`src/design/sms_pkg.sv`:
```
`timescale 1ns / 1ps
package sms_pkg;

  localparam int CAPACITY_DEF = 64;
  localparam int IDX_W        = 16;
  localparam int VAL_W        = 32;
  localparam int KEY_W        = 2 * IDX_W;
  localparam int FOUND_W      = IDX_W + 1;
  localparam int IN_W         = 72;
  localparam int OUT_W        = 72;
  localparam int CFG_IDX_W    = 1;

  localparam logic [FOUND_W-1:0] FOUND_NONE = '1;

  typedef enum logic [1:0] {
    ACT_READ   = 2'd0,
    ACT_MODIFY = 2'd1,
    ACT_FIND   = 2'd2
  } sms_action_t;

  localparam logic [1:0] STAT_OK    = 2'd0;
  localparam logic [1:0] STAT_RANGE = 2'd1;
  localparam logic [1:0] STAT_FULL  = 2'd2;

  localparam logic [CFG_IDX_W-1:0] REG_ROW_COUNT    = 1'b0;
  localparam logic [CFG_IDX_W-1:0] REG_COLUMN_COUNT = 1'b1;

  typedef struct packed {
    logic [IDX_W-1:0] row;
    logic [IDX_W-1:0] column;
    logic [VAL_W-1:0] value;
  } sms_entry_t;

  typedef struct packed {
    logic ins;
    logic del;
    logic upd;
  } sms_ctl_t;

endpackage

```
`src/design/sms_cell.sv`:
```
`timescale 1ns / 1ps
module sms_cell #(
  parameter int IDX = 0,
  parameter int CW  = 7
) (
  input  logic                     clk,
  input  logic                     cmp_en,
  input  logic [sms_pkg::KEY_W-1:0] cmp_key,
  input  logic [sms_pkg::VAL_W-1:0] cmp_val,
  input  logic [CW-1:0]            count,
  input  sms_pkg::sms_ctl_t        ctl,
  input  sms_pkg::sms_entry_t      new_entry,
  input  sms_pkg::sms_entry_t      left_entry,
  input  sms_pkg::sms_entry_t      right_entry,
  input  logic                     left_lt,
  output sms_pkg::sms_entry_t      entry,
  output logic                     lt,
  output logic                     hit,
  output logic                     match
);
  import sms_pkg::*;

  localparam logic [CW-1:0] POS = CW'(IDX);

  logic occupied;
  logic eq;
  logic at_p;

  assign occupied = POS < count;
  assign at_p     = !lt && left_lt;
  assign hit      = at_p && eq;

  // compare flags, taken when a transaction is accepted
  always_ff @(posedge clk) begin
    if (cmp_en) begin
      lt    <= occupied && ({entry.row, entry.column} < cmp_key);
      eq    <= occupied && ({entry.row, entry.column} == cmp_key);
      match <= occupied && (entry.value == cmp_val);
    end
  end

  // shift toward the tail on insert, toward the head on delete, overwrite in place on update
  always_ff @(posedge clk) begin
    if (ctl.ins) begin
      if (at_p) begin
        entry <= new_entry;
      end else if (!lt) begin
        entry <= left_entry;
      end
    end else if (ctl.del) begin
      if (!lt) begin
        entry <= right_entry;
      end
    end else if (ctl.upd && at_p) begin
      entry <= new_entry;
    end
  end

endmodule

```
`config.mk`:
```
export PLATFORM = sky130hd
export DESIGN_NAME = sms_cell
export DESIGN_NICKNAME = d
export VERILOG_FILES = /design/src/design/sms_pkg.sv /design/src/design/sms_cell.sv
export SDC_FILE = /design/constraint.sdc
export NUM_CORES = 1
export LEC_CHECK = 0
export BUFFER_PORTS_ARGS = -buffer_cell sky130_fd_sc_hd__buf_2
export CORE_AREA = 4 4 128 130
export DETAILED_ROUTE_END_ITERATION = 16
export DIE_AREA = 0 0 132 134
export GPL_TIMING_DRIVEN = 0
export PLACE_DENSITY_LB_ADDON = 0.2
export SLEW_MARGIN = 25
export SYNTH_ARGS = -nofsm -noshare
export SYNTH_HDL_FRONTEND = slang
export SYNTH_SLANG_ARGS = --single-unit
export TNS_END_PERCENT = 50
```
`constraint.sdc`:
```
create_clock -name clk -period 6.55 [get_ports clk]
set_input_delay 0.9825 -clock clk [delete_from_list [all_inputs] [get_ports clk]]
set_output_delay 0.9825 -clock clk [all_outputs]
set_load 0.03 [all_outputs]
```
== Word-level counts from Yosys, hierarchy flattened ==
Index checks and enable logic that the tools add are counted.
W data, S select, Z words.

* Bits in registers: 67
* Input bits: 269
* Output and inout port bits: 67

* Order comparisons: 2
* Equal/unequal tests: 4
* Multiplexer cells: 6
* Reduce and logical (&&, ||, !) cells: 9

{| class="wikitable"
|+ Operators with widths
! kind !! number
|-
| $mux W64 || 6
|-
| $eq A32 B32 Y1 || 2
|-
| $lt A32 B32 Y1 || 1
|-
| $lt A1 B7 Y1 const A || 1
|-
| $logic_and A1 B1 Y1 || 6
|-
| $ne A3 B2 Y1 const B || 1
|-
| $ne A3 B3 Y1 const B || 1
|-
| $reduce_and A3 Y1 || 1
|-
| $reduce_bool A3 Y1 || 1
|-
| $logic_not A1 Y1 || 1
|}

== Depth between registers and ports, before layout ==
Gate-level depths: netlist of run 1.

* Word-level depth: 6
* Depth in mapped cells: 7
* Mapped depth without buffers: 7

== Worst setup path before layout of run 1 ==
OpenSTA, ideal clock, no wires.

* Path type: input -> register
* From: input ctl[2] (netlist name)
* To: register entry[0] (netlist name), enable pin
* Library setup time: 0.486 ns
* Arrival time: 4.352 ns
* Required time: 6.064 ns
* Slack: 1.712 ns
* Cell stages on the path: 5
* Buffers on the path: 3
* Cell sequence: clkbuf_1 buf_2 buf_1 a211oi_1 nor2_1

* Cells in the longest elaborated chain, start to end: 2

{| class="wikitable"
|+ Ends and longest elaborated chain
! element !! RTL line !! RTL
|-
| start, declared || sms_cell.sv:11 || <nowiki>input sms_pkg::sms_ctl_t ctl,</nowiki>
|-
| $ne A3 B2 Y1 (no source line) (tied with other cells) || -- ||
|-
| $reduce_and A3 Y1 (no source line) (*) || -- ||
|-
| end signal, assigned || sms_cell.sv:46 || <nowiki>entry <= new_entry;</nowiki>
|-
| end signal, assigned || sms_cell.sv:48 || <nowiki>entry <= left_entry;</nowiki>
|-
| end signal, assigned || sms_cell.sv:52 || <nowiki>entry <= right_entry;</nowiki>
|-
| end, declared || sms_cell.sv:16 || <nowiki>output sms_pkg::sms_entry_t entry,</nowiki>
|}

Every way passes the cells marked *; elsewhere a longest branch is shown, timed or not.
A chain may end at the register's enable or synchronous reset.

== Final worst setup path of run 1 ==
* From: input left_lt
* To: output hit

* Cells in the longest elaborated chain, start to end: 2

{| class="wikitable"
|+ Ends and longest elaborated chain
! element !! RTL line !! RTL
|-
| start, declared || sms_cell.sv:15 || <nowiki>input logic left_lt,</nowiki>
|-
| $logic_and A1 B1 Y1 || sms_cell.sv:30 || <nowiki>assign at_p = !lt && left_lt;</nowiki>
|-
| $logic_and A1 B1 Y1 || sms_cell.sv:31 || <nowiki>assign hit = at_p && eq;</nowiki>
|-
| end, declared || sms_cell.sv:18 || <nowiki>output logic hit,</nowiki>
|}

Every way passes these cells.

==> results of run 1 <==
logic make-up after synthesis:
logic type / Yosys count
compound gates: 153
xor+xnor: 32
fa+ha+maj: 32
buf+inv: 75
flops: 67
simple gates: 234
cell usage after synthesis (all sizes together) (2+ instances only):
library cell | count | share of area
a211oi | 64 | 0.092
a21o | 4 | 0.0058
a21oi | 14 | 0.013
a31oi | 63 | 0.076
buf | 27 | 0.024
clkbuf | 16 | 0.012
edfxtp | 67 | 0.39
ha | 32 | 0.077
inv | 32 | 0.023
nand2 | 133 | 0.096
nand3 | 7 | 0.0067
nand4 | 10 | 0.017
nor2 | 3 | 0.0022
nor2b | 66 | 0.079
nor4 | 12 | 0.020
o211ai | 2 | 0.0029
o21ai | 2 | 0.0019
xnor2 | 4 | 0.0067
xor2 | 28 | 0.047
sequential cells by signal (all words and copies together), names as in the netlist:
signal  count
lt          1
entry      64
match       1
eq          1
how the worst max path moves through the flow:
stage                  from                  end  slack [ns]  depth (start not counted)
floorplan            ctl[2]   entry[0]$_DFFE_PP_        1.71                          5
global placement     ctl[2]  entry[18]$_DFFE_PP_       -0.32                          5
detailed placement   ctl[2]  entry[23]$_DFFE_PP_        3.22                          7
CTS                 left_lt                  hit        3.29                          6
global route        left_lt                  hit        3.19                          6
finish              left_lt                  hit        3.33                          6
worst max-delay path, cell delays in order:
cell and delay, ns:
buf_2 0.10, nor2b_1 0.21, buf_2 0.29, buf_2 0.29, and2_1 0.15, buf_2 0.20
power groups by stage:
stage	combinational (W)	clock, W	sequential, W
after floorplan	0.000196	0	0.000651
after global placement	0.000477	0	0.000575
after detailed placement	0.000493	0	0.000569
after CTS	0.000495	0.000444	0.000561
after global routing	0.000536	0.000466	0.000567
final	0.000491	0.000436	0.000561
metal layers:
layer | wire [µm] | up-vias | GRT usage | part of all wire
li1 | - | 2857 | - | -
met4 | 639 | 2 | 0.1021 | 0.029
met1 | 8709 | 2672 | 0.2883 | 0.40
met3 | 1887 | 37 | 0.06414 | 0.087
met2 | 10460 | 291 | 0.4048 | 0.48
met5 | 15 | - | 0 | 0.00069
placed cells by master (no fill, tap or decap), types with 2 or more instances in the layout:
cell type,n
nor4_1,9
nand3_1,7
nor2b_1,66
edfxtp_1,67
nand4_1,7
nand2_1,133
xnor2_1,4
a211oi_1,64
a31oi_1,63
a21oi_1,14
nand4_2,2
clkinv_2,2
clkbuf_16,9
a21o_1,4
nor4_2,2
ha_1,32
xor2_1,28
inv_1,32
buf_1,9
clkinv_1,2
buf_16,2
o211ai_1,2
buf_2,351
clkbuf_1,19
nor2_1,2
stage by stage:
stage                     hold slack [ns]  setup WS [ns]  cell area (µm²)  instances
after detailed placement           0.7372          3.223             7192       1117
after global placement             0.8039        -0.3198             7109       1114
after CTS                          0.7508          3.294             7446       1133
final                              0.7483          3.334             7446       1133
after global routing               0.7987          3.191             7446       1133
after floorplan                    0.8776          1.712             5207        593
final cells by class:
type	count	area, µm²	area share
Inverter	32	120.1	0.01613
Sequential cell	67	2012	0.2702
Multi-Input combinational cell	451	2899	0.3893
Buffer	43	183.9	0.02470
Clock inverter	4	17.52	0.002353
Timing Repair Buffer	336	1742	0.2339
Tap cell	188	235.2	0.03159
Clock buffer	12	236.5	0.03176
==> impl_metrics.tcl, run 1 <==
set metrics [dict create \
    synth_top_family_by_area "simple AND/OR/NAND/NOR gates" \
    clkTransAtPathRegs_ns 0.05 \
    fp-row-count 45 \
    drc_errors 0 \
    synth-seq-area-share 0.3864 \
    holdCritStartpoint "lt$_DFFE_PP_" \
    syn_inst 593 \
    r2r-end "lt$_DFFE_PP_" \
    yosys_most_used_dff "edfxtp_1" \
    final_util 0.4916 \
    end_kind "primary output" \
    synth_area_um2 5207 \
    antenna_left 0 \
    post-cts-setup-buffer-count 0 \
    path_class "in2out" \
    period_share 0.4910 \
    synthArstFlopShare 0 \
    grt_pass1_wl_mm 32.84 \
    status "finished clean" \
    initial_core_util 0.3438 \
    die-area_um2 17690 \
    period_minus_slack_ns 3.216 \
    synth_fa_ha_area_frac 0.07689 \
    cts_made_buffers 9 \
    fmax_mhz 310.9 \
    drt-wirelength-per-cell_um 19.16 \
    reg2reg_slack_ns 4.38 \
    drive_above_1_share 0.3958 \
    leakagePower_nw 3.460 \
    vias_per_cell 5.171 \
    yosys_warnings 0 \
    dp_hpwl_mm 17.56 \
    peakVddDrop_mv 0.1137 \
    pwr-share-clk 0.293 \
    h-tree-depth 3 \
    swShare 0.3441 \
    grt_max_degree 25 \
    synth_xor_area_frac 0.05382 \
    pwr_density_cell_nw_per_um2 199.9 \
    p_seq_frac 0.377 \
    fp.dieH_um 134 \
    areaGrowthSynthToFinish_pct 42.98 \
    fin_skew_ns 0.007099 \
    synthMuxAreaShare 0 \
    core_um2 15150 \
    clockBufferDepth 2 \
    p_sw_w 0.0005121 \
    diodes 0 \
    io_buffers 333 \
    cts_hold_buf 0 \
    drv_slew 0 \
    crit_fanout 10 \
    first_global_vias 5938 \
    gr-total-overflow 0 \
    avgSynthCellArea_um2 8.782 \
    drt_iter0_drc 347 \
    finalSetupViolCount 0 \
    synth-simple-area-share 0.2256 \
    cts_resized 0 \
    ys_seq_elements 67 \
    min_path_cells 1 \
    antenna_found_initial 1 \
    synth_compound_area_frac 0.1989 \
    cts_tree "done" \
    synth_cell_type_count 32 \
    nets 1241 \
    gp_congestion 0.8356 \
    reg2reg_depth 6 \
    grt_usage 0.2394 \
    dieWidth_um 132 \
    firstDrtPassIters 6 \
    clkSinkCount 67 \
    slew_headroom 0.6143 \
    min_path_type "reg2reg" \
    rsz0062_at_grt "false" \
    clk-insertion-delay-late_ns 0.34 \
    worstPathRequired_ns 5.57 \
    hold_viol 0 \
    nFillCells 1504 \
    tightest_slew_ns 0.5786 \
    start_kind "input pin" \
    critPathArrivalTime_ns 2.23 \
    p_int_w 0.0009763 \
    finalSetupTns_ns 0 \
    cap_violations 0 \
    wirelength_mm 21.71 \
    io_pins 336 \
    syn_nets 894 \
    vias 5859 \
    holdPathEnd "entry[51]$_DFFE_PP_" \
    reg2reg_from "entry[62]$_DFFE_PP_" \
    cts_root_buf "clkbuf_16" \
    combinationalPowerShare 0.330 \
    synth_edf_count 67 \
    p_total_w 0.001488 \
]
(Power assumes the default switching activity.)
==> inputs of run 2 (changes only) <==
clock period = 3.13 ns   (was 6.55 ns; I/O delays follow)
==> impl_metrics.tcl, run 2 (synthesized netlist as in run 1, its figures left out) <==
set metrics [dict create \
    core_um2 15150 \
    firstDrtPassIters 7 \
    drt_iter0_drc 266 \
    initial_core_util 0.3438 \
    layout_common_cells "buf_2 (351), nand2_1 (133), edfxtp_1 (67)" \
    hold_viol 0 \
    leakagePower_nw 3.464 \
    fmax_mhz 405.3 \
    reg2reg_slack_ns 0.95 \
    cts_hold_buf 0 \
    grt_max_degree 22 \
    path_delay_family "buffers and inverters" \
    combinationalPowerShare 0.330 \
    cts_made_buffers 9 \
    die-area_um2 17690 \
    fp.dieH_um 134 \
    areaGrowthSynthToFinish_pct 43.18 \
    wirelength_mm 21.22 \
    finalSetupViolCount 0 \
    fin_skew_ns 0.003851 \
    post_dp_cell_area_um2 7199 \
    peakVddDrop_mv 0.2077 \
    worstPathRequired_ns 3.16 \
    multi_input_area_um2 2899 \
    dieWidth_um 132 \
    clkTransAtPathRegs_ns 0.05 \
    min_path_type "in2reg" \
    nFillCells 1582 \
    io_buffers 333 \
    swShare 0.3394 \
    drt-wirelength-per-cell_um 18.71 \
    crit_fanout 21 \
    path_class "in2reg" \
    period_minus_slack_ns 2.467 \
    clkSinkCount 67 \
    vias_per_cell 5.094 \
    slew_headroom 0.6100 \
    seq_area_um2 2012 \
    first_global_vias 5863 \
    clockBufferDepth 2 \
    antenna_left 0 \
    crit_top_cell "buf_16" \
    drv_slew 0 \
    cpMaxStageDelayCell "nor2_4" \
    fp-row-count 45 \
    pwr_density_cell_nw_per_um2 415.1 \
    slowest_delay_ns 0.45 \
    final_common_cell "buf_2" \
    rsz0062_at_grt "false" \
    drive_above_1_share 0.3958 \
    regMostFlops "entry" \
    period_share 0.7883 \
    p_seq_frac 0.379 \
    cts_root_buf "clkbuf_16" \
    nets 1241 \
    start_kind "input pin" \
    grt_pass1_wl_mm 31.92 \
    status "finished clean" \
    hold-worst-slack_ns 0.3839 \
    io_pins 336 \
    drc_errors 0 \
    crit_chain "clkbuf_1 > buf_2 > buf_1 > a211oi_1 > nor2_4 > buf_16 > buf_16" \
    gp_congestion 0.8334 \
    p_int_w 0.002045 \
    grt_usage 0.2320 \
    dp_hpwl_mm 17.35 \
    pwr-share-clk 0.291 \
    post-cts-setup-buffer-count 0 \
    largest_reg_flops 64 \
    gr-total-overflow 0 \
    path_buf_inv 5 \
    p_sw_w 0.001050 \
    cap_violations 0 \
    vias 5777 \
    finalSetupTns_ns 0 \
    cts_resized 0 \
    clk-insertion-delay-late_ns 0.33 \
    cts_tree "done" \
    tightest_slew_ns 0.5850 \
    critPathArrivalTime_ns 2.50 \
    design_area_um2 7456 \
    end_kind "flip-flop" \
    antenna_found_initial 2 \
    h-tree-depth 3 \
]
## run 2: changes by cell type in the layout (fill, tap and decap cells not counted)
cell     change
buf_12       -1
diode_2      +1
buf_16       +1
## run 2: layer usage
| layer | wire [µm] | part of all wire | GRT usage | up-vias |
|---|---|---|---|---|
| li1 | - | - | - | 2857 |
| met1 | 8532 | 0.40 | 0.2738 | 2616 |
| met2 | 10600 | 0.50 | 0.4202 | 270 |
| met3 | 1646 | 0.078 | 0.04839 | 32 |
| met4 | 418 | 0.020 | 0.07760 | 2 |
| met5 | 14 | 0.00066 | 0 | - |
## run 2: power by group through the flow
stage	sequential, W	combinational (W)	clock (W)
4_1_cts	0.00117	0.00103	0.000919
3_3_place_gp	0.00119	0.000999	0
5_1_grt	0.00118	0.00112	0.000960
3_5_place_dp	0.00119	0.00103	0
6_report	0.00117	0.00102	0.000901
2_1_floorplan	0.00136	0.000413	0
## run 2: final timing paths
| check | from | to | depth (start not counted) |
|---|---|---|---|
| worst max-delay path | ctl[2] | entry[5]$_DFFE_PP_ | 7 |
| worst min-delay path | cmp_en | match$_DFFE_PP_ | 1 |
| worst max register to register | entry[62]$_DFFE_PP_ | eq$_DFFE_PP_ | 5 |
| worst min register to register | lt$_DFFE_PP_ | entry[53]$_DFFE_PP_ | 1 |
## run 2: per-stage QoR
step | util | setup WS (ns) | power [W] | cells
after detailed placement | 0.4753 | 0.2930 | 0.002220 | 1117
after floorplan | - | 0.5636 | 0.001769 | 593
after global routing | 0.4923 | 0.4699 | 0.003268 | 1134
after CTS | 0.4921 | 0.6308 | 0.003126 | 1133
final | 0.4923 | 0.6626 | 0.003095 | 1134
after global placement | 0.4699 | -0.4642 | 0.002192 | 1114
## run 2: area by class of cell
type                            instances  share of cell area
Tap cell                              188             0.03155
Clock buffer                           12             0.03172
Antenna cell                            1           0.0003356
Sequential cell                        67              0.2698
Multi-Input combinational cell        451              0.3888
Timing Repair Buffer                  336              0.2346
Clock inverter                          4            0.002349
Inverter                               32             0.01611
Buffer                                 43             0.02467
